<file path="src/oaht_ram.sv">
// ----------------------------------------------------------------------------
// oaht_ram
// Generic simple dual-port RAM, one write port, one registered read port.
// ----------------------------------------------------------------------------
module oaht_ram #(
  parameter int WIDTH = 8,
  parameter int DEPTH = 16
) (
  input  logic                     clk,
  input  logic                     we,
  input  logic [$clog2(DEPTH)-1:0] waddr,
  input  logic [WIDTH-1:0]         wdata,
  input  logic [$clog2(DEPTH)-1:0] raddr,
  output logic [WIDTH-1:0]         rdata
);

  logic [WIDTH-1:0] mem [DEPTH];

  always_ff @(posedge clk) begin
    if (we) begin
      mem[waddr] <= wdata;
    end
    rdata <= mem[raddr];
  end

endmodule

</file>
<file path="config.mk">
export PLATFORM = sky130hd
export DESIGN_NAME = oaht_ram
export DESIGN_NICKNAME = d
export VERILOG_FILES = /design/src/oaht_ram.sv
export SDC_FILE = /design/constraint.sdc
export NUM_CORES = 1
export LEC_CHECK = 0
export BUFFER_PORTS_ARGS = -buffer_cell sky130_fd_sc_hd__buf_2
export CAP_MARGIN = 20
export CORE_MARGIN = 2
export CORE_UTILIZATION = 60
export DETAILED_ROUTE_END_ITERATION = 10
export PLACE_DENSITY = 0.88
export SYNTH_ARGS = -nofsm -noshare
export SYNTH_HDL_FRONTEND = slang
export SYNTH_SLANG_ARGS = --single-unit
</file>
<file path="constraint.sdc">
create_clock -name clk -period 1.92 [get_ports clk]
set_input_delay 0 -clock clk [delete_from_list [all_inputs] [get_ports clk]]
set_output_delay 0 -clock clk [all_outputs]
set_load 0.01 [all_outputs]
</file>
==> Word level (Yosys, flattened, before mapping) <==
Memories as Yosys holds them, arrays and structs flattened. A register that Yosys moved wholly into a read port is not among the register bits.
Cells that the tools add are included.
{ "word_totals": {"ff_bits": 0, "memories": 1, "ram_bits": 128, "out_inout_bits": 8, "in_bits": 18} }
{ "memory_table": {"columns": ["memory", "words", "word_bits", "read_ports", "rd_clocked_by_memory_dff", "wr", "line", "source"], "rows": [
  ["mem", 16, 8, 1, 1, 1, "17", "logic [WIDTH-1:0] mem [DEPTH];"]
]} }
{ "classes": {"muxes": 2} }
{ "ops": {"columns": ["op", "n"], "rows": [
  ["1-bit two-way mux", 2]
]} }

==> Longest topological paths before layout <==
{ "logic_depth": {"depth_word": 2, "depth_mapped": 5, "mapped_depth_nobuf": 3} }

==> Worst setup path after synthesis <==
No wires, ideal clock.
{ "synth_path": {"path_type": "input to register", "startpoint": "in waddr[2]", "endpoint": "mem mem[0][0], enable pin", "setup_time_ps": 383, "slack_ps": 427, "t_arrival_ps": 1110, "t_required_ps": 1537, "path_buffers": 0, "cell_stages": 2, "cell_sequence": "or3b_2 > nor3_1"} }
{ "synth_lines": {"columns": ["item", "line", "source"], "rows": [
  ["from (decl)", "11", "input logic [$clog2(DEPTH)-1:0] waddr,"],
  ["to (decl)", "17", null]
]} }
No word-level cell before the write port.

==> flow_summary.yaml <==
outcome:
  status: "complete, no violations"
timing:
  finalSetupTns_ns: 0
  worst_pin_slew_ns: 0.458
  slew_violations: 0
  hold_viol: 0
  rsz0062_at_grt: "no"
  finalSetupViolCount: 0
  fmax_mhz: 730
  maxSlewHeadroom_pct: 69.5
  fin_worst_skew_ns: 0.00875
  period_minus_slack_ns: 1.37
  period_share_pct: 71.3
critical_path:
  critPathSlowestCell: "mux4_1"
  crit_buf_inv: 0
  critPathMaxFanout: 1
  crit_chain: "mux4_1, a22oi_1, nand2_1"
  timing.rr.start: "mem[1][5]"
  r2r_cells: 3
  worstReg2RegEnd: "rdata[5]"
  worstSetupPathType: "reg -> reg"
  worstPathArrival_ns: 1.76
  critPathMaxStageDelay_ns: 0.53
  ff2ff_setup_slack_ns: 0.55
  required_ns: 2.31
  end_kind: "flip-flop"
  cp_top_family: "multiplexers"
  critPathLaunchType: "flip-flop"
synth:
  yosysUniqueCellTypes: 19
  synth_seq_cells: 136
  synth_commonest_cells: "edfxtp_1 (128), mux4_2 (18), a22oi_1 (16)"
  yosysTopAreaCell: "edfxtp_1"
  ys_warn_count: 0
  yosys-top-cells-area: "edfxtp_1 (75%), mux4_2 (7.9%), mux4_1 (7.1%), dfxtp_1 (3.1%), a22oi_1 (2.3%)"
  async_flop_share_pct: 0
  syn_nets: 247
  synth_top_area_share_pct: 74.7
  synth_edf_count: 128
  ys_seq_area_share_pct: 77.8
  synth_most_common_cell: "edfxtp_1"
  syn-cell-area_sq_um: 5150
  synth_flop_cell: "edfxtp_1"
  syn_inst: 229
  avgSynthCellArea_sq_um: 22.5
clock_tree:
  cts.path.max_buffers: 2
  clock_latency_ns: 0.52
  htree_levels: 4
  path_clk_slew_ns: 0.06
  numCtsBuffers: 17
  clockRootBuffer: "clkbuf_8"
  cts_resized: 0
  cts.sinks: 136
  cts_tree: "built"
placement:
  dp.final_hpwl_mm: 6.00
  place.gp.congestion: 0.800
  port_buffers: 25
route:
  postRouteAntennaNets: 0
  drtIter0Drc: 217
  wl_mm: 10.6
  route.vias.total: 2595
  drt_pass1_iterations: 4
  drcViolationCount: 0
  post_drt_via_cell_ratio: 6.34
  wl_per_cell_microns: 25.9
hold_path:
  min_from: "waddr[2]"
  min_path_type: "in -> reg"
  min_to: "mem[5][6]"
  hold_path_depth: 3
layout:
  drive_gt1_share_pct: 30.9
  area_growth_pct: 19.5
  fin_util_pct: 74.5
  diodes: 0
  nets: 309
floorplanning:
  die_w_microns: 96.6
  die_area_sq_um: 9340
  coreArea_sq_um: 8260
  start_util_pct: 62.3
  dieHeight_microns: 96.6
  ios: 26
  core.rowCount: 33
power:
  pwr-share-seq_pct: 49.3
  p_per_area_nw_per_um2: 1100
  sw_frac_of_total_pct: 20.0
  power.switching_mw: 1.36
  intPower_mw: 5.43
  p_leak_nw: 2.12
  comb_power_share_pct: 4.9
  peakVddDrop_mv: 0.774
  clock_power_share_pct: 45.9
global_route:
  grt_max_degree: 33
  antenna_found_initial: 0
  grt_overflow_total: 0
  grt_pass1_vias: 2767
  track_usage_pct: 24.7
  grt_pass1_wl_mm: 16.3
flow_run:
  drv_cap: 0
metal layers:
layer / GRT usage, % / routed length (microns) / vias up
li1: - / - / 1102
met2: 37.4 / 5380 / 152
met5: 0 / 0 / -
met3: 7.88 / 850 / 21
met4: 12.8 / 302 / 0
met1: 32.6 / 4080 / 1320
sequential cells by signal (all words and copies together), names as in the netlist:
| name | flops |
|---|---|
| mem | 128 |
| rdata | 8 |
power groups by stage:
stage / Combinational (mW) / Sequential [mW] / Clock [mW]
global placement: 0.299 / 3.40 / 0
global route: 0.353 / 3.35 / 3.30
floorplan: 0.168 / 3.40 / 0
detailed placement: 0.311 / 3.40 / 0
finish: 0.329 / 3.34 / 3.11
CTS: 0.331 / 3.34 / 3.17
final cells by class:
cell class / instances / area (sq um)
clock inverter: 14 / 159
clock buffer: 18 / 418
fill: 448 / 2110
tap: 105 / 131
timing repair buffer: 53 / 380
multi-input combinational: 83 / 1060
sequential: 136 / 4000
per-stage QoR:
step / cells / cell area, sq um / setup slack, ns / hold WS (ns) / power [mW]
after floorplan: 229 / 5150 / 0.427 / 0.0989 / 3.57
after global placement: 369 / 5490 / 0.547 / 0.368 / 3.70
after detailed placement: 369 / 5490 / 0.462 / 0.389 / 3.71
after CTS: 409 / 6150 / 0.525 / 0.0253 / 6.84
after global routing: 409 / 6150 / 0.478 / 0.0410 / 7.00
final: 409 / 6150 / 0.550 / 0.0539 / 6.78
repair_timing:
action                    in CTS  in global routing
hold endpoints to repair     128                  0
hold buffers                   8                  0
setup buffers                  0                  0
layout by cell type, fill, tap and decap left out, drive strengths merged:
cell type,Yosys,routed
a22oi,16,16
and2,1,1
and2b,1,1
buf,7,45
bufinv,0,3
clkbuf,0,18
clkinv,0,8
clkinvlp,0,3
dfxtp,8,8
dlygate4sd3,0,8
edfxtp,128,128
mux4,32,32
nand2,9,9
nand2b,2,2
nand3,1,1
nand3b,2,2
nor2,13,13
nor2b,1,1
nor3,4,4
or3b,1,1
worst max path at each step:
| stage | cells after the start | slack (ns) | end | start |
|---|---|---|---|---|
| after floorplan | 2 | 0.43 | mem[0][0] | waddr[2] |
| after global placement | 5 | 0.55 | rdata[5] | raddr[0] |
| after detailed placement | 5 | 0.46 | rdata[5] | raddr[0] |
| after CTS | 3 | 0.52 | rdata[5] | mem[1][5] |
| after global routing | 3 | 0.48 | rdata[5] | mem[1][5] |
| final | 3 | 0.55 | rdata[5] | mem[1][5] |
worst min-delay path, delay by kind of cell:
kind          cells  cell delay, ns
simple gates      2            0.27
buf+inv           1            0.11
cells by family after synthesis:
kind of cell           after synthesis  synth area share (%)
AO/OA/AOI/OAI                       16                  2.33
buffers and inverters               10                  1.68
AND/OR/NAND/NOR                     35                  3.18
multiplexers                        32                  15.0
flip-flops                         136                  77.8
Note: power is estimated with default switching activity, not from simulation.
