==> src/oaht_pkg.sv <==
// ----------------------------------------------------------------------------
// oaht_pkg
// Shared types and constants for the open-addressing hash table.
// ----------------------------------------------------------------------------
package oaht_pkg;

  // Slot count; a power of two, the probe start is the low key bits.
  localparam int TABLE_SLOTS = 256;
  localparam int IDX_W       = $clog2(TABLE_SLOTS);

  localparam int KEY_W   = 32;
  localparam int VALUE_W = 64;
  localparam int LIMIT_W = 8;
  localparam int USED_W  = 9;

  // 0.75 of the slot count
  localparam logic [LIMIT_W-1:0] LOAD_LIMIT_RESET = LIMIT_W'((TABLE_SLOTS * 3) / 4);

  typedef enum logic [1:0] {
    CMD_INSERT = 2'd0,
    CMD_LOOKUP = 2'd1,
    CMD_REMOVE = 2'd2
  } cmd_t;

  typedef enum logic [1:0] {
    SLOT_EMPTY = 2'd0,
    SLOT_USED  = 2'd1,
    SLOT_TOMB  = 2'd2
  } slot_state_t;

  typedef enum logic [2:0] {
    S_CLEAR,
    S_IDLE,
    S_PROBE,
    S_VALUE,
    S_RESULT
  } eng_state_t;

  typedef struct packed {
    slot_state_t      state;
    logic [KEY_W-1:0] key;
  } meta_t;

  typedef struct packed {
    logic               flag;
    logic [VALUE_W-1:0] value_out;
    logic               status;
  } rsp_t;

  typedef struct packed {
    logic               meta_we;
    logic [IDX_W-1:0]   meta_waddr;
    meta_t              meta_wdata;
    logic [IDX_W-1:0]   meta_raddr;
    logic               val_we;
    logic [IDX_W-1:0]   val_waddr;
    logic [VALUE_W-1:0] val_wdata;
    logic [IDX_W-1:0]   val_raddr;
  } mem_req_t;

endpackage

==> src/oaht_ifs.sv <==
// ----------------------------------------------------------------------------
// oaht_req_if / oaht_rsp_if
// Valid/ready channels for command beats and result beats.
// ----------------------------------------------------------------------------
interface oaht_req_if;
  logic        valid;
  logic        ready;
  logic [1:0]  command;
  logic [31:0] key_hash;
  logic [63:0] value_in;

  modport source(output valid, output command, output key_hash, output value_in,
                 input ready);
  modport sink(input valid, input command, input key_hash, input value_in,
               output ready);
endinterface


==> src/oaht_engine.sv <==
// ----------------------------------------------------------------------------
// oaht_engine
// Probe sequencer: clears the slot states, walks the probe chain one slot
// per cycle, and issues the read-modify-write of the slot memories.
// ----------------------------------------------------------------------------
module oaht_engine
  import oaht_pkg::*;
(
  input  logic               clk,
  input  logic               rst,
  input  logic [LIMIT_W-1:0] load_limit,
  oaht_req_if.sink           req,
  input  logic               out_free,
  output logic               res_valid,
  output rsp_t               res,
  output mem_req_t           mem,
  input  meta_t              meta_rdata,
  input  logic [VALUE_W-1:0] val_rdata
);

  localparam logic [IDX_W-1:0] LAST_IDX = IDX_W'(TABLE_SLOTS - 1);

  eng_state_t         st, st_next;
  cmd_t               cmd, cmd_next;
  logic [KEY_W-1:0]   key, key_next;
  logic [VALUE_W-1:0] val, val_next;
  logic [IDX_W-1:0]   idx, idx_next;
  logic [IDX_W-1:0]   cnt, cnt_next;
  logic               tomb_seen, tomb_seen_next;
  logic [IDX_W-1:0]   tomb_idx, tomb_idx_next;
  logic [USED_W-1:0]  used_count, used_count_next;
  rsp_t               res_next;

  logic               is_empty, is_hit, is_tomb, is_last;
  logic               free_ok, free_empty, full;
  logic [IDX_W-1:0]   free_idx;

  assign is_empty = meta_rdata.state == SLOT_EMPTY;
  assign is_tomb  = meta_rdata.state == SLOT_TOMB;
  assign is_hit   = meta_rdata.state == SLOT_USED && meta_rdata.key == key;
  assign is_last  = cnt == LAST_IDX;

  // first tombstone wins, else the empty slot that ended the walk
  always_comb begin
    free_ok    = tomb_seen || is_tomb || is_empty;
    free_empty = !tomb_seen && !is_tomb && is_empty;
    free_idx   = tomb_seen ? tomb_idx : idx;
    full       = !free_ok || (free_empty && used_count >= USED_W'(load_limit));
  end

  always_ff @(posedge clk) begin
    if (rst) begin
      st         <= S_CLEAR;
      idx        <= '0;
      used_count <= '0;
    end else begin
      st         <= st_next;
      idx        <= idx_next;
      used_count <= used_count_next;
    end
  end

  always_ff @(posedge clk) begin
    cmd       <= cmd_next;
    key       <= key_next;
    val       <= val_next;
    cnt       <= cnt_next;
    tomb_seen <= tomb_seen_next;
    tomb_idx  <= tomb_idx_next;
    res       <= res_next;
  end

  always_comb begin
    st_next         = st;
    cmd_next        = cmd;
    key_next        = key;
    val_next        = val;
    idx_next        = idx;
    cnt_next        = cnt;
    tomb_seen_next  = tomb_seen;
    tomb_idx_next   = tomb_idx;
    used_count_next = used_count;
    res_next        = res;
    res_valid       = 1'b0;
    req.ready       = 1'b0;
    mem             = '0;
    mem.meta_raddr  = idx + 1'b1;
    mem.val_raddr   = idx;

    case (st)
      S_CLEAR: begin
        mem.meta_we    = 1'b1;
        mem.meta_waddr = idx;
        mem.meta_wdata = '{state: SLOT_EMPTY, key: '0};
        idx_next       = idx + 1'b1;
        if (idx == LAST_IDX) begin
          st_next = S_IDLE;
        end
      end

      S_IDLE: begin
        req.ready      = 1'b1;
        mem.meta_raddr = req.key_hash[IDX_W-1:0];
        if (req.valid) begin
          cmd_next       = cmd_t'(req.command);
          key_next       = req.key_hash;
          val_next       = req.value_in;
          idx_next       = req.key_hash[IDX_W-1:0];
          cnt_next       = '0;
          tomb_seen_next = 1'b0;
          res_next       = '0;
          if (req.command inside {CMD_INSERT, CMD_LOOKUP, CMD_REMOVE}) begin
            st_next = S_PROBE;
          end else begin
            st_next = S_RESULT;
          end
        end
      end

      S_PROBE: begin
        if (is_hit) begin
          st_next = S_RESULT;
          case (cmd)
            CMD_INSERT: begin
              mem.val_we    = 1'b1;
              mem.val_waddr = idx;
              mem.val_wdata = val;
            end
            CMD_LOOKUP: begin
              st_next = S_VALUE;
            end
            CMD_REMOVE: begin
              mem.meta_we    = 1'b1;
              mem.meta_waddr = idx;
              mem.meta_wdata = '{state: SLOT_TOMB, key: key};
              res_next.flag  = 1'b1;
            end
            default: begin
            end
          endcase
        end else if (is_empty || is_last) begin
          st_next = S_RESULT;
          if (cmd == CMD_INSERT) begin
            if (full) begin
              res_next.status = 1'b1;
            end else begin
              mem.meta_we    = 1'b1;
              mem.meta_waddr = free_idx;
              mem.meta_wdata = '{state: SLOT_USED, key: key};
              mem.val_we     = 1'b1;
              mem.val_waddr  = free_idx;
              mem.val_wdata  = val;
              res_next.flag  = 1'b1;
              if (free_empty) begin
                used_count_next = used_count + 1'b1;
              end
            end
          end
        end else begin
          if (is_tomb && !tomb_seen) begin
            tomb_seen_next = 1'b1;
            tomb_idx_next  = idx;
          end
          idx_next = idx + 1'b1;
          cnt_next = cnt + 1'b1;
        end
      end

      S_VALUE: begin
        res_next = '{flag: 1'b1, value_out: val_rdata, status: 1'b0};
        st_next  = S_RESULT;
      end

      S_RESULT: begin
        res_valid = 1'b1;
        if (out_free) begin
          st_next = S_IDLE;
        end
      end

      default: begin
        st_next = S_IDLE;
      end
    endcase
  end

`ifndef NO_ASSERTIONS
  a_used_step: assert property (@(posedge clk) disable iff (rst)
    used_count == $past(used_count) || used_count == $past(used_count) + 1'b1)
    else $error("used count moved by more than one");

  a_accept_leaves_idle: assert property (@(posedge clk) disable iff (rst)
    req.valid && req.ready |=> st == S_PROBE || st == S_RESULT)
    else $error("accepted beat did not start a probe");

  a_result_held: assert property (@(posedge clk) disable iff (rst)
    res_valid && !out_free |=> res_valid && $stable(res))
    else $error("pending result changed while stalled");

  a_probe_walk: assert property (@(posedge clk) disable iff (rst)
    st == S_PROBE && $past(st) == S_PROBE |-> idx == $past(idx) + 1'b1)
    else $error("probe skipped a slot");
`endif

endmodule

==> src/flat_wrapper.sv <==
// flat-port wrapper written by rule: the top's interface ports become plain ports
module oaht_engine_flat import oaht_pkg::*;
  (clk, rst, load_limit, out_free, res_valid, res, mem, meta_rdata, val_rdata, req_valid, req_command, req_key_hash, req_value_in, req_ready);
  oaht_req_if req_i ();
  input  logic clk;
  input  logic rst;
  input  logic [LIMIT_W-1:0] load_limit;
  input  logic out_free;
  output logic res_valid;
  output rsp_t res;
  output mem_req_t mem;
  input  meta_t meta_rdata;
  input  logic [VALUE_W-1:0] val_rdata;
  input wire logic [$bits(req_i.valid)-1:0] req_valid;
  input wire logic [$bits(req_i.command)-1:0] req_command;
  input wire logic [$bits(req_i.key_hash)-1:0] req_key_hash;
  input wire logic [$bits(req_i.value_in)-1:0] req_value_in;
  output wire logic [$bits(req_i.ready)-1:0] req_ready;
  assign req_i.valid = req_valid;
  assign req_i.command = req_command;
  assign req_i.key_hash = req_key_hash;
  assign req_i.value_in = req_value_in;
  assign req_ready = req_i.ready;
  oaht_engine u_core (.clk(clk), .rst(rst), .load_limit(load_limit), .req(req_i), .out_free(out_free), .res_valid(res_valid), .res(res), .mem(mem), .meta_rdata(meta_rdata), .val_rdata(val_rdata));
endmodule
==> config.mk <==
export PLATFORM = sky130hd
export DESIGN_NAME = oaht_engine_flat
export DESIGN_NICKNAME = d
export VERILOG_FILES = /design/src/oaht_pkg.sv /design/src/oaht_ifs.sv /design/src/oaht_engine.sv /design/src/flat_wrapper.sv
export SDC_FILE = /design/constraint.sdc
export NUM_CORES = 1
export LEC_CHECK = 0
export ABC_AREA = 1
export ABC_CLOCK_PERIOD_IN_PS = 5200
export BUFFER_PORTS_ARGS = -buffer_cell sky130_fd_sc_hd__buf_2
export CORE_ASPECT_RATIO = 0.9
export CORE_MARGIN = 3
export CORE_UTILIZATION = 45
export DETAILED_ROUTE_END_ITERATION = 8
export PLACE_DENSITY = 0.75
export SLEW_MARGIN = 15
export SYNTH_ARGS = -nofsm -noshare
export SYNTH_HDL_FRONTEND = slang
export SYNTH_SLANG_ARGS = --single-unit
==> constraint.sdc <==
create_clock -name clk -period 5.2 [get_ports clk]
set_input_delay 0.52 -clock clk [delete_from_list [all_inputs] [get_ports clk]]
set_output_delay 0.52 -clock clk [all_outputs]
set_load 0.05 [all_outputs]
# Word level (Yosys, flattened, before mapping)
# Cells that the tools add are included.
classes:
  n_addsub: 3
  magnitude_cmp: 1
  eq_ne: 26
  n_mux: 50
  bitwise_logic: 3
  n_reduce_logical: 31
ops:
  columns: ["cell", "n"]
  rows:
  - ["$mux W73", 6]
  - ["$mux W43", 5]
  - ["$pmux W64 S2", 1]
  - ["$pmux W43 S2", 1]
  - ["$mux W66", 1]
  - ["$mux W8", 8]
  - ["$eq A32 B32 Y1", 1]
  - ["$pmux W8 S3", 1]
  - ["$mux W3", 7]
  - ["$reduce_and A6 Y1", 3]
  - ["$add A8 B1 Y8 const B", 2]
  - ["$eq A8 B8 Y1 const B", 2]
  - ["$pmux W8 S2", 1]
  - ["$reduce_and A4 Y1", 4]
  - ["$mux W1", 15]
  - ["$pmux W3 S5", 1]
  - ["$ne A2 B1 Y1 const B", 5]
  - ["$add A9 B1 Y9 const B", 1]
  - ["$ge A9 B8 Y1", 1]
  - ["$reduce_bool A3 Y1", 3]
  - ["$ne A2 B2 Y1 const B", 4]
  - ["$eq A2 B1 Y1 const B", 3]
  - ["$eq A2 B2 Y1 const B", 3]
  - ["$eq A3 B2 Y1 const B", 2]
  - ["other kinds (16)", 33]
totals:
  register_bits: 201
  output_inout_bits: 200

# Logic depth before layout (Yosys ltp)
# Gate-level depths: netlist of run 1.
logic_depth:
  ltp_word: 11
  depth_mapped: 16
  depth_no_buf: 15

# Worst setup path before layout of run 1
# No wires, ideal clock.
synth_timing:
  path_kind: "reg-to-reg"
  start: "reg u_core.st[0]"
  end: "reg, netlist name u_core.res[10]"
  t_arrival_ns: 5.170
  path_slack_ns: -0.545
  path_stages_with_launch: 5
  path_buffers: 0
  period_less_slack_ns: 5.745
  cell_sequence: "dfxtp_1 > inv_1 > nor2_1 > nand2_1 > o21ai_0"
synth_between:
  elab_chain_cells: 3
synth_lines:
  columns: ["element", "line", "rtl"]
  rows:
  - ["start: declaration", "oaht_engine.sv:23", "eng_state_t st, st_next;"]
  - ["start signal: assignment", "oaht_engine.sv:57", "st <= st_next;"]
  - ["$eq A3 B1 Y1 or $eq A3 B2 Y1 (tied branches)", "oaht_engine.sv:90", "case (st)"]
  - ["$ne A2 B2 Y1 (no source line) or $reduce_bool A2 Y1 (tied branches)", null, null]
  - ["$reduce_and A2 Y1 (no source line) (*)", null, null]
# Every way passes the cells marked *; elsewhere a longest branch is shown, timed or not.
# A chain may end at the register's enable or synchronous reset.

==> results of run 1 <==
power by group:
group | leakage (nW) | switching [mW] | internal [mW]
Sequential | 1.83 | 0.00548 | 1.75
Clock | 0.351 | 0.631 | 0.914
Combinational | 4.52 | 0.115 | 0.0873
flip-flops by register name, summed over array words and instances, names as in the netlist:
register           flops
u_core.key            32
u_core.cnt             8
u_core.idx             8
u_core.used_count      9
u_core.res            66
u_core.cmd             2
u_core.val            64
u_core.tomb_seen       1
u_core.st              3
u_core.tomb_idx        8
worst paths after layout:
check | from | to | slack (ps) | depth (start not counted)
max reg2reg | u_core.key[24] | u_core.used_count[4] | 2510 | 9
max | u_core.key[10] | mem[12] | 1190 | 12
min | req_value_in[51] | u_core.val[51] | 180 | 1
min reg2reg | u_core.used_count[0] | u_core.used_count[0] | 510 | 2
placed cells by master (no fill, tap or decap), types with 2 or more instances in the layout:
master     Yosys  layout
nand3_1       24      23
clkinv_4       0       2
clkbuf_16      0      23
dfxtp_1       20      20
o21ai_4        1       2
nor2_1       192     191
nor3_1         4       4
clkinv_2       0       4
and2_1         4       4
nand2_1      213     212
inv_1        240     240
diode_2        0       5
a22o_1         2       2
xnor2_1       11      11
inv_2          4       4
a21oi_1       38      38
o21ai_1       10      10
o31ai_1        2       2
xor2_1         6       6
nor4_1         2       2
nor2_2        23      23
nand3_2        2       3
bufinv_16      0       2
o21ai_0       16      15
ha_1          11      11
edfxtp_1     181     181
clkinv_1       1       4
nand2_2        1       2
nor2_4        53      54
clkbuf_1      12       5
buf_4          2       8
nand2_4        2       2
buf_2          6     407
nand4_1       27      27
worst max-delay path, delay by kind of cell (launching register included):
| family | cells | cell delay [ps] |
|---|---|---|
| XOR/XNOR | 1 | 470 |
| flip-flops | 1 | 400 |
| AND/OR/NAND/NOR | 7 | 810 |
| buffers and inverters | 3 | 980 |
| AO/OA/AOI/OAI | 1 | 240 |
cells by family after synthesis:
family / share of synthesized area [%]
adder cells (fa/ha/maj): 1.331
AND/OR/NAND/NOR: 26.00
buffers and inverters: 11.13
XOR/XNOR: 1.440
AO/OA/AOI/OAI: 3.655
flip-flops: 56.44
area by class of cell:
cell class / instances / area [um^2] / area share, %
diodes: 5 / 12.51 / 0.09381
clock buffers: 28 / 594.3 / 4.456
clock inverters: 13 / 125.1 / 0.9381
inverters: 246 / 930.9 / 6.979
multi-input cells: 649 / 3378 / 25.33
flip-flops and latches: 201 / 5836 / 43.75
well taps: 291 / 364.1 / 2.730
repair buffers: 415 / 2097 / 15.72
metal layers:
metal  vias up  GRT usage, %
met3        65         8.663
met1      3991         26.67
li1       4329             -
met5         -             0
met4         8         7.193
met2       388         43.09
stage by stage:
stage	instance area (um^2)	worst slack, ps
floorplan	10340	1169
global placement	12610	1555
finish	13340	1190
detailed placement	12610	1452
global route	13340	906.8
CTS	13330	1096
==> out/results.txt, run 1 <==
Status: completed
# DRC: 0
Peak supply drop: 0.2559 mV
Mapped Cells: 1124
Tot Pwr: 3.503 mW
Root buf cell: clkbuf_16
Num CTS Buffers: 23
CP Max Fanout: 45
RSZ-0062 raised after global routing: false
Clock skew: 12.64 ps
Syn_nets: 1343
Layout cells sized above 1: 34.79%
Final Hold Viols: 0
Port bufs: 407
Period utilization: 77.11%
Maxcap violations: 0
CP startpoint kind: register
First-pass iteration count of the detailed router: 5
Post-synthesis sequential area ratio: 56.44%
Nets@finish: 1755
CTS resizes: 0
Critical path data required time: 4680 ps
P_leak: 6.697 nW
# setup viols final: 0
Crit path capture type: output port
Die Span Y: 149.8 um
Max Used Layer: met5
Fin util: 60.41%
Clock Sinks: 201
HP Class: input pin to register
Die area: 0.02483 mm^2
Clock buffer depth: 3
First-pass GRT wire length: 46.66 mm
Postcts setup bufs: 0
Relative slew slack: 36.98%
GRT overflow: 0
Post-DRT Antenna Nets: 0
Metal2 WL: 15.51 mm
Synth area leader: edfxtp_1
WL met1: 11.13 mm
# IOs: 408
Crit path cell chain: xnor2_1 > nand2_1 > nor2_1 > nand2_1 > nor2_2 > nand2_4 > o21ai_1 > nor2_4 > inv_8 > buf_4 > nor2_4 > buf_2
DP Cell Count: 1802
Max Clock Freq: 249.4 MHz
Yosys cell types: 39
Post-Syn Area: 0.01034 mm^2
Async set-or-reset flop fraction in the synthesized netlist: 0%
Dominant synthesized flop cell: edfxtp_1
Die X-Extent: 165.8 um
Met3 routed WL: 3.251 mm
Slew Viols, Final: 0
DP HPWL: 24.51 mm
Clk Latency, worst-skew pair: 510 ps
Area grow syn2layout: 29.01%
GPL Wtd Cong: 0.9508
Ranking of synthesized cells by area: edfxtp_1 53%, inv_1 8.7%, nand2_1 7.7%
EDFF count, synth: 181
Gr usage total: 23.89%
Antenna violations before repair: 8
Fin Hold WS: 184.5 ps
# rows: 51
Drt initial violations: 772
Avg Inst Size Synth: 9.198 um^2
Sum of negative setup slack: 0 ps
Max incr delay on CP: 470 ps
CP Data Arrival Time: 3490 ps
Worst-margin pin slew: 943.0 ps
DR WL/cell: 16.70 um
Clk pin slew, worst setup/hold paths: 60 ps
Top cells by count, synth: 240 x inv_1, 213 x nand2_1, 192 x nor2_1, 181 x edfxtp_1, 53 x nor2_4
Routed vias: 8781
Vias in the first global route: 8672
Final wirelength: 30.86 mm
PwrDens: 262.6 mW/mm^2
Synth top area share: 52.57%
Minimum clock period: 4010 ps
Via density: 4.752
Largest net degree at the start of global routing: 66
WS Path Type: register to output port
Core area: 0.02208 mm^2
Initial Util: 46.83%
Yosys reg bits: 201
CP max-delay cell: xnor2_1
Final std cells w/o fill: 1848
Most numerous cell in the Yosys netlist: inv_1
Yosys synthesis warning count: 0
Fillers: 1881
Hold_buf cts: 0
H-tree depth: 1
TritonCTS clock tree: yes
No activity file was read; power rests on OpenSTA's default activity.
==> inputs of run 2 (changes only) <==
--- a/config.mk
+++ b/config.mk
@@ -6,13 +6,13 @@
 export NUM_CORES = 1
 export LEC_CHECK = 0
 export ABC_AREA = 1
-export ABC_CLOCK_PERIOD_IN_PS = 5200
+export ABC_CLOCK_PERIOD_IN_PS = 4100
 export BUFFER_PORTS_ARGS = -buffer_cell sky130_fd_sc_hd__buf_2
 export CORE_ASPECT_RATIO = 0.9
 export CORE_MARGIN = 3
 export CORE_UTILIZATION = 45
 export DETAILED_ROUTE_END_ITERATION = 8
-export PLACE_DENSITY = 0.75
+export PLACE_DENSITY = 0.72
 export SLEW_MARGIN = 15
 export SYNTH_ARGS = -nofsm -noshare
 export SYNTH_HDL_FRONTEND = slang
==> constraint.sdc (replaced) <==
create_clock -name clk -period 4.1 [get_ports clk]
set_input_delay 0.41 -clock clk [delete_from_list [all_inputs] [get_ports clk]]
set_output_delay 0.41 -clock clk [all_outputs]
set_load 0.05 [all_outputs]
==> run 2 against run 1 <==
Effect of this change: sequential cell count is the same; total power up 26%; sequential share of layout area grew 0.13 points; critical path depth down 3; non-clock buffer count decreased by 4; clock power increased by 24%; highest routed layer is now met4; critical path type unchanged; count of clock-buffer cells in the layout is 5 higher.
==> out/results.txt, run 2 (synthesis gave the netlist of run 1 again) <==
H-tree depth: 1 (unchanged)
CP max-delay cell: inv_8
Clk pin slew, worst setup/hold paths: 60 ps (about the same)
Root buf cell: clkbuf_16
TritonCTS clock tree: yes
Antenna violations before repair: 5 (-3)
HP Class: input pin to register
DR WL/cell: 16.52 um (-1.1%)
Postcts setup bufs: 0 (unchanged)
Die Span Y: 149.8 um (unchanged)
# rows: 51 (unchanged)
Multi-input logic area: 0.003378 mm^2 (unchanged)
Relative slew slack: 28.61% (-8.4 points)
Status: completed
Max incr delay on CP: 540 ps (+70 ps)
Critical path data required time: 3690 ps (-990 ps)
RSZ-0062 raised after global routing: false
Final std cells w/o fill: 1843 (-0.27%)
Worst-margin pin slew: 1071 ps (+127.9 ps)
Fillers: 1971 (+4.8%)
Area grow syn2layout: 28.63%
Initial Util: 46.83% (unchanged)
# IOs: 408 (unchanged)
CP Data Arrival Time: 3340 ps (-150 ps)
Clock Sinks: 201 (unchanged)
PwrDens: 331.3 mW/mm^2 (+26%)
CP Max Fanout: 71 (+58%)
WS Path Type: register to output port
GPL Wtd Cong: 0.9080 (-4.5%)
Sum of negative setup slack: 0 ps (unchanged)
GRT overflow: 0 (unchanged)
P_leak: 6.680 nW (-0.25%)
Max Clock Freq: 266.5 MHz
Crit path cell chain: xnor2_1 > nand4_1 > nor2_2 > nand2_4 > o21ai_1 > nor2_4 > inv_8 > nor2_2 > buf_2
# DRC: 0 (unchanged)
DP HPWL: 23.90 mm (-2.5%)
Commonest non-fill, non-tap cell in the layout: buf_2
Clock buffer depth: 3 (unchanged)
Seq. cell area: 0.005836 mm^2 (unchanged)
Drt initial violations: 588 (-24%)
Die X-Extent: 165.8 um (unchanged)
Num CTS Buffers: 23 (unchanged)
Peak supply drop: 0.3086 mV (+21%)
Via density: 4.750 (about the same)
Clk Latency, worst-skew pair: 510 ps (about the same)
# setup viols final: 0 (unchanged)
Nets@finish: 1751 (-0.23%)
Most frequent CP cell: nor2_2
Port bufs: 407 (unchanged)
First-pass iteration count of the detailed router: 6 (+1)
Hold_buf cts: 0 (unchanged)
Most frequent cells in the layout: 407 x buf_2, 240 x inv_1, 212 x nand2_1
Maxcap violations: 0 (unchanged)
Vias in the first global route: 8560 (-1.3%)
Final Hold Viols: 0 (unchanged)
Gr usage total: 23.53% (-0.37 points)
Buf/Inv on CP: 2 (-1)
Max reg flops: 66 (unchanged)
Layout cells sized above 1: 34.54% (-0.26 points)
CTS resizes: 0 (unchanged)
Minimum clock period: 3753 ps
Period utilization: 91.52%
DP Cell Count: 1798 (-0.22%)
CP top delay family: buffers and inverters
CP startpoint kind: register
Core area: 0.02208 mm^2 (unchanged)
Largest Register: u_core.res
Top Registers: u_core.res: 66 flops, u_core.val: 64 flops, u_core.key: 32 flops
Crit path capture type: output port
Final wirelength: 30.44 mm (-1.4%)
First-pass GRT wire length: 46.25 mm (-0.87%)
Clock skew: 7.262 ps (-5.381 ps)
Die area: 0.02483 mm^2 (unchanged)
Post-DRT Antenna Nets: 0 (unchanged)
Slew Viols, Final: 0 (unchanged)
Routed vias: 8754 (-0.31%)
Largest net degree at the start of global routing: 99 (+50%)
## run 2: metrics by stage
stage / total power [mW] / setup WS (ps) / utilization, % / instance area [um^2] / hold WS [ps]
detailed placement: 2.524 / 794.0 / 57.02 / 12590 / 501.4
floorplan: 2.385 / 68.75 / - / 10340 / 471.7
global route: 4.555 / 101.3 / 60.22 / 13300 / 53.39
finish: 4.406 / 347.5 / 60.23 / 13300 / 75.09
global placement: 2.519 / 892.0 / 57.02 / 12590 / 486.7
CTS: 4.446 / 331.0 / 60.20 / 13290 / 52.61
## run 2: routing by layer
layer | global-route usage (%) | wire length [um]
met4 | 8.482 | 1182
met3 | 6.815 | 2721
met1 | 27.04 | 11410
met2 | 42.15 | 15130
met5 | 0 | 0
## run 2: report_power, final
part           leakage [nW]  switching [mW]  internal, mW
logic                  4.50           0.147         0.111
registers              1.83         0.00592          2.22
clock network         0.349           0.809          1.11
## run 2: area by class of cell
cell class / instances / share of cell area, %
inverters: 246 / 7.000
well taps: 291 / 2.738
clock buffers: 33 / 4.930
flip-flops and latches: 201 / 43.88
diodes: 3 / 0.05645
repair buffers: 411 / 15.64
clock inverters: 9 / 0.3575
multi-input cells: 649 / 25.40
## run 2: path summary, 6_finish.rpt
| check | start | endpoint | slack (ps) | cells past startpoint |
|---|---|---|---|---|
| hold reg to reg | u_core.used_count[1] | u_core.used_count[1] | 510 | 2 |
| hold / removal | req_value_in[44] | u_core.val[44] | 80 | 1 |
| setup reg to reg | u_core.st[0] | u_core.res[57] | 1490 | 5 |
| setup / recovery | u_core.key[16] | mem[68] | 350 | 9 |
==> inputs of run 3 (changes only) <==
--- a/config.mk
+++ b/config.mk
@@ -12,7 +12,7 @@
 export CORE_MARGIN = 3
 export CORE_UTILIZATION = 45
 export DETAILED_ROUTE_END_ITERATION = 8
-export PLACE_DENSITY = 0.72
+export PLACE_DENSITY = 0.73
 export SLEW_MARGIN = 15
 export SYNTH_ARGS = -nofsm -noshare
 export SYNTH_HDL_FRONTEND = slang
==> run 3 against run 2 <==
Effect of this change: utilization rose by 0.14 points; total power fell by 0.35%; sequential power barely moved; global-route usage rose by 0.51 points; register-to-register slack improved by 20 ps; sequential cell count did not move; largest power group unchanged.
==> out/results.txt, run 3 (synthesis gave the netlist of run 1 again) <==
# IOs: 408 (unchanged)
DR WL/cell: 16.80 um (+1.7%)
Layout cells sized above 1: 34.60% (+0.062 points)
Critical hold path startpoint: req_value_in[42]
Die X-Extent: 165.8 um (unchanged)
Maxcap violations: 0 (unchanged)
Crit path capture type: output port
Area grow syn2layout: 28.92%
DP HPWL: 24.49 mm (+2.5%)
Initial Util: 46.83% (unchanged)
Top Registers: u_core.res: 66 flops, u_core.val: 64 flops, u_core.key: 32 flops
# setup viols final: 0 (unchanged)
Postcts setup bufs: 0 (unchanged)
Final Hold Viols: 0 (unchanged)
Seq. cell area: 0.005836 mm^2 (unchanged)
Gr usage total: 24.03% (+0.51 points)
Max reg flops: 66 (unchanged)
Clock buffer depth: 3 (unchanged)
Critical path data required time: 3690 ps (about the same)
Most frequent cells in the layout: 407 x buf_2, 240 x inv_1, 212 x nand2_1
GPL Wtd Cong: 0.9108 (+0.31%)
Fin Hold WS: 69.04 ps (-6.047 ps)
Clk pin slew, worst setup/hold paths: 60 ps (about the same)
Core area: 0.02208 mm^2 (unchanged)
PwrDens: 329.4 mW/mm^2 (-0.58%)
Slew Viols, Final: 0 (unchanged)
Clock Sinks: 201 (unchanged)
Sum of negative setup slack: 0 ps (unchanged)
# DRC: 0 (unchanged)
Largest net degree at the start of global routing: 65 (-34%)
CP startpoint kind: register
DP Cell Count: 1804 (+0.33%)
Period utilization: 88.95% (-2.6 points)
First-pass GRT wire length: 47.06 mm (+1.8%)
Antenna violations before repair: 5 (unchanged)
GRT overflow: 0 (unchanged)
Port bufs: 407 (unchanged)
Routed vias: 8878 (+1.4%)
Final wirelength: 31.03 mm (+1.9%)
WS Path Type: register to output port
Die Span Y: 149.8 um (unchanged)
Commonest non-fill, non-tap cell in the layout: buf_2
Nets@finish: 1757 (+0.34%)
Largest Register: u_core.res
TritonCTS clock tree: yes
Via density: 4.807 (+1.2%)
RSZ-0062 raised after global routing: false
CP Launch Point: u_core.key[10]
Max Clock Freq: 274.2 MHz (+2.9%)
HP Class: input pin to register
# rows: 51 (unchanged)
Minimum clock period: 3647 ps (-105.4 ps)
Multi-input logic area: 0.003378 mm^2 (unchanged)
Fillers: 1943 (-1.4%)
Clock skew: 10.78 ps (+3.520 ps)
Relative slew slack: 43.44% (+15 points)
Fin util: 60.37% (+0.14 points)
P_leak: 6.695 nW (+0.22%)
Root buf cell: clkbuf_16
Post-DRT Antenna Nets: 0 (unchanged)
Worst-margin pin slew: 848.4 ps (-222.5 ps)
Final std cells w/o fill: 1847 (+0.22%)
Die area: 0.02483 mm^2 (unchanged)
CP Data Arrival Time: 3240 ps (-100 ps)
Status: completed
Peak supply drop: 0.3278 mV (+6.2%)
CTS resizes: 0 (unchanged)
First-pass iteration count of the detailed router: 5 (-1)
CP Max Fanout: 31 (-56%)
Drt initial violations: 543 (-7.7%)
Hold_buf cts: 0 (unchanged)
Vias in the first global route: 8807 (+2.9%)
Clk Latency, worst-skew pair: 510 ps (about the same)
Num CTS Buffers: 23 (unchanged)
Worst R2R Start: u_core.key[25]
H-tree depth: 1 (unchanged)
run 3: changes by cell type in the layout (fill, tap and decap cells not counted):
| cell | previous run | this run |
|---|---|---|
| clkinv_1 | 3 | 5 |
| clkinv_2 | 5 | 2 |
| inv_4 | 1 | 0 |
| clkbuf_1 | 8 | 7 |
| clkinv_4 | 0 | 1 |
| diode_2 | 3 | 4 |
| inv_16 | 0 | 1 |
| inv_6 | 1 | 0 |
| clkbuf_16 | 25 | 23 |
| bufinv_16 | 0 | 1 |
| buf_4 | 3 | 9 |
run 3: critical path: stages (launching register included):
cell      delay [ps]
edfxtp_1         400
xnor2_1          390
nand2_1          110
nor2_1           110
nand2_1           70
nor2_2           200
nand2_4          180
o21ai_1          260
nor2_4           100
inv_8            210
buf_12           350
nor2_1            60
buf_2            220
run 3: worst paths after layout:
check | cells after the start | end | slack (ps)
worst min register to register | 2 | u_core.used_count[0] | 520
worst min-delay path | 1 | u_core.val[42] | 70
worst max register to register | 10 | u_core.tomb_idx[2] | 1510
worst max-delay path | 12 | mem[8] | 450
run 3: power breakdown:
part           total, mW  leakage [nW]  internal [mW]  switching [mW]
sequential          2.23          1.83           2.22         0.00644
clock               1.91         0.334           1.10           0.809
combinational      0.257          4.53          0.111           0.146
total               4.39          6.69           3.43           0.961
run 3: area by class of cell:
class                      count  share of cell area, %
antenna                        4                0.07510
sequential                   201                  43.78
timing repair buffer         417                  15.94
clock inverter                 9                 0.6289
inverter                     246                  6.984
clock buffer                  30                  4.515
tap                          291                  2.732
multi-input combinational    649                  25.35
run 3: metrics by stage:
step           setup slack, ps  area (um^2)  power [mW]
6_report                 452.8        13330       4.391
5_1_grt                  246.5        13330       4.534
4_1_cts                  404.2        13320       4.425
3_5_place_dp             890.5        12630       2.524
3_3_place_gp             994.4        12630       2.518
2_1_floorplan            68.75        10340       2.385
run 3: routing by layer:
| layer | vias to the layer above | GRT usage [%] | part of all wire (%) |
|---|---|---|---|
| met4 | 2 | 8.482 | 3.0 |
| met5 | - | 0 | 0.064 |
| met1 | 4084 | 27.04 | 36 |
| met3 | 58 | 8.003 | 10 |
| met2 | 405 | 43.03 | 51 |
| li1 | 4329 | - | - |
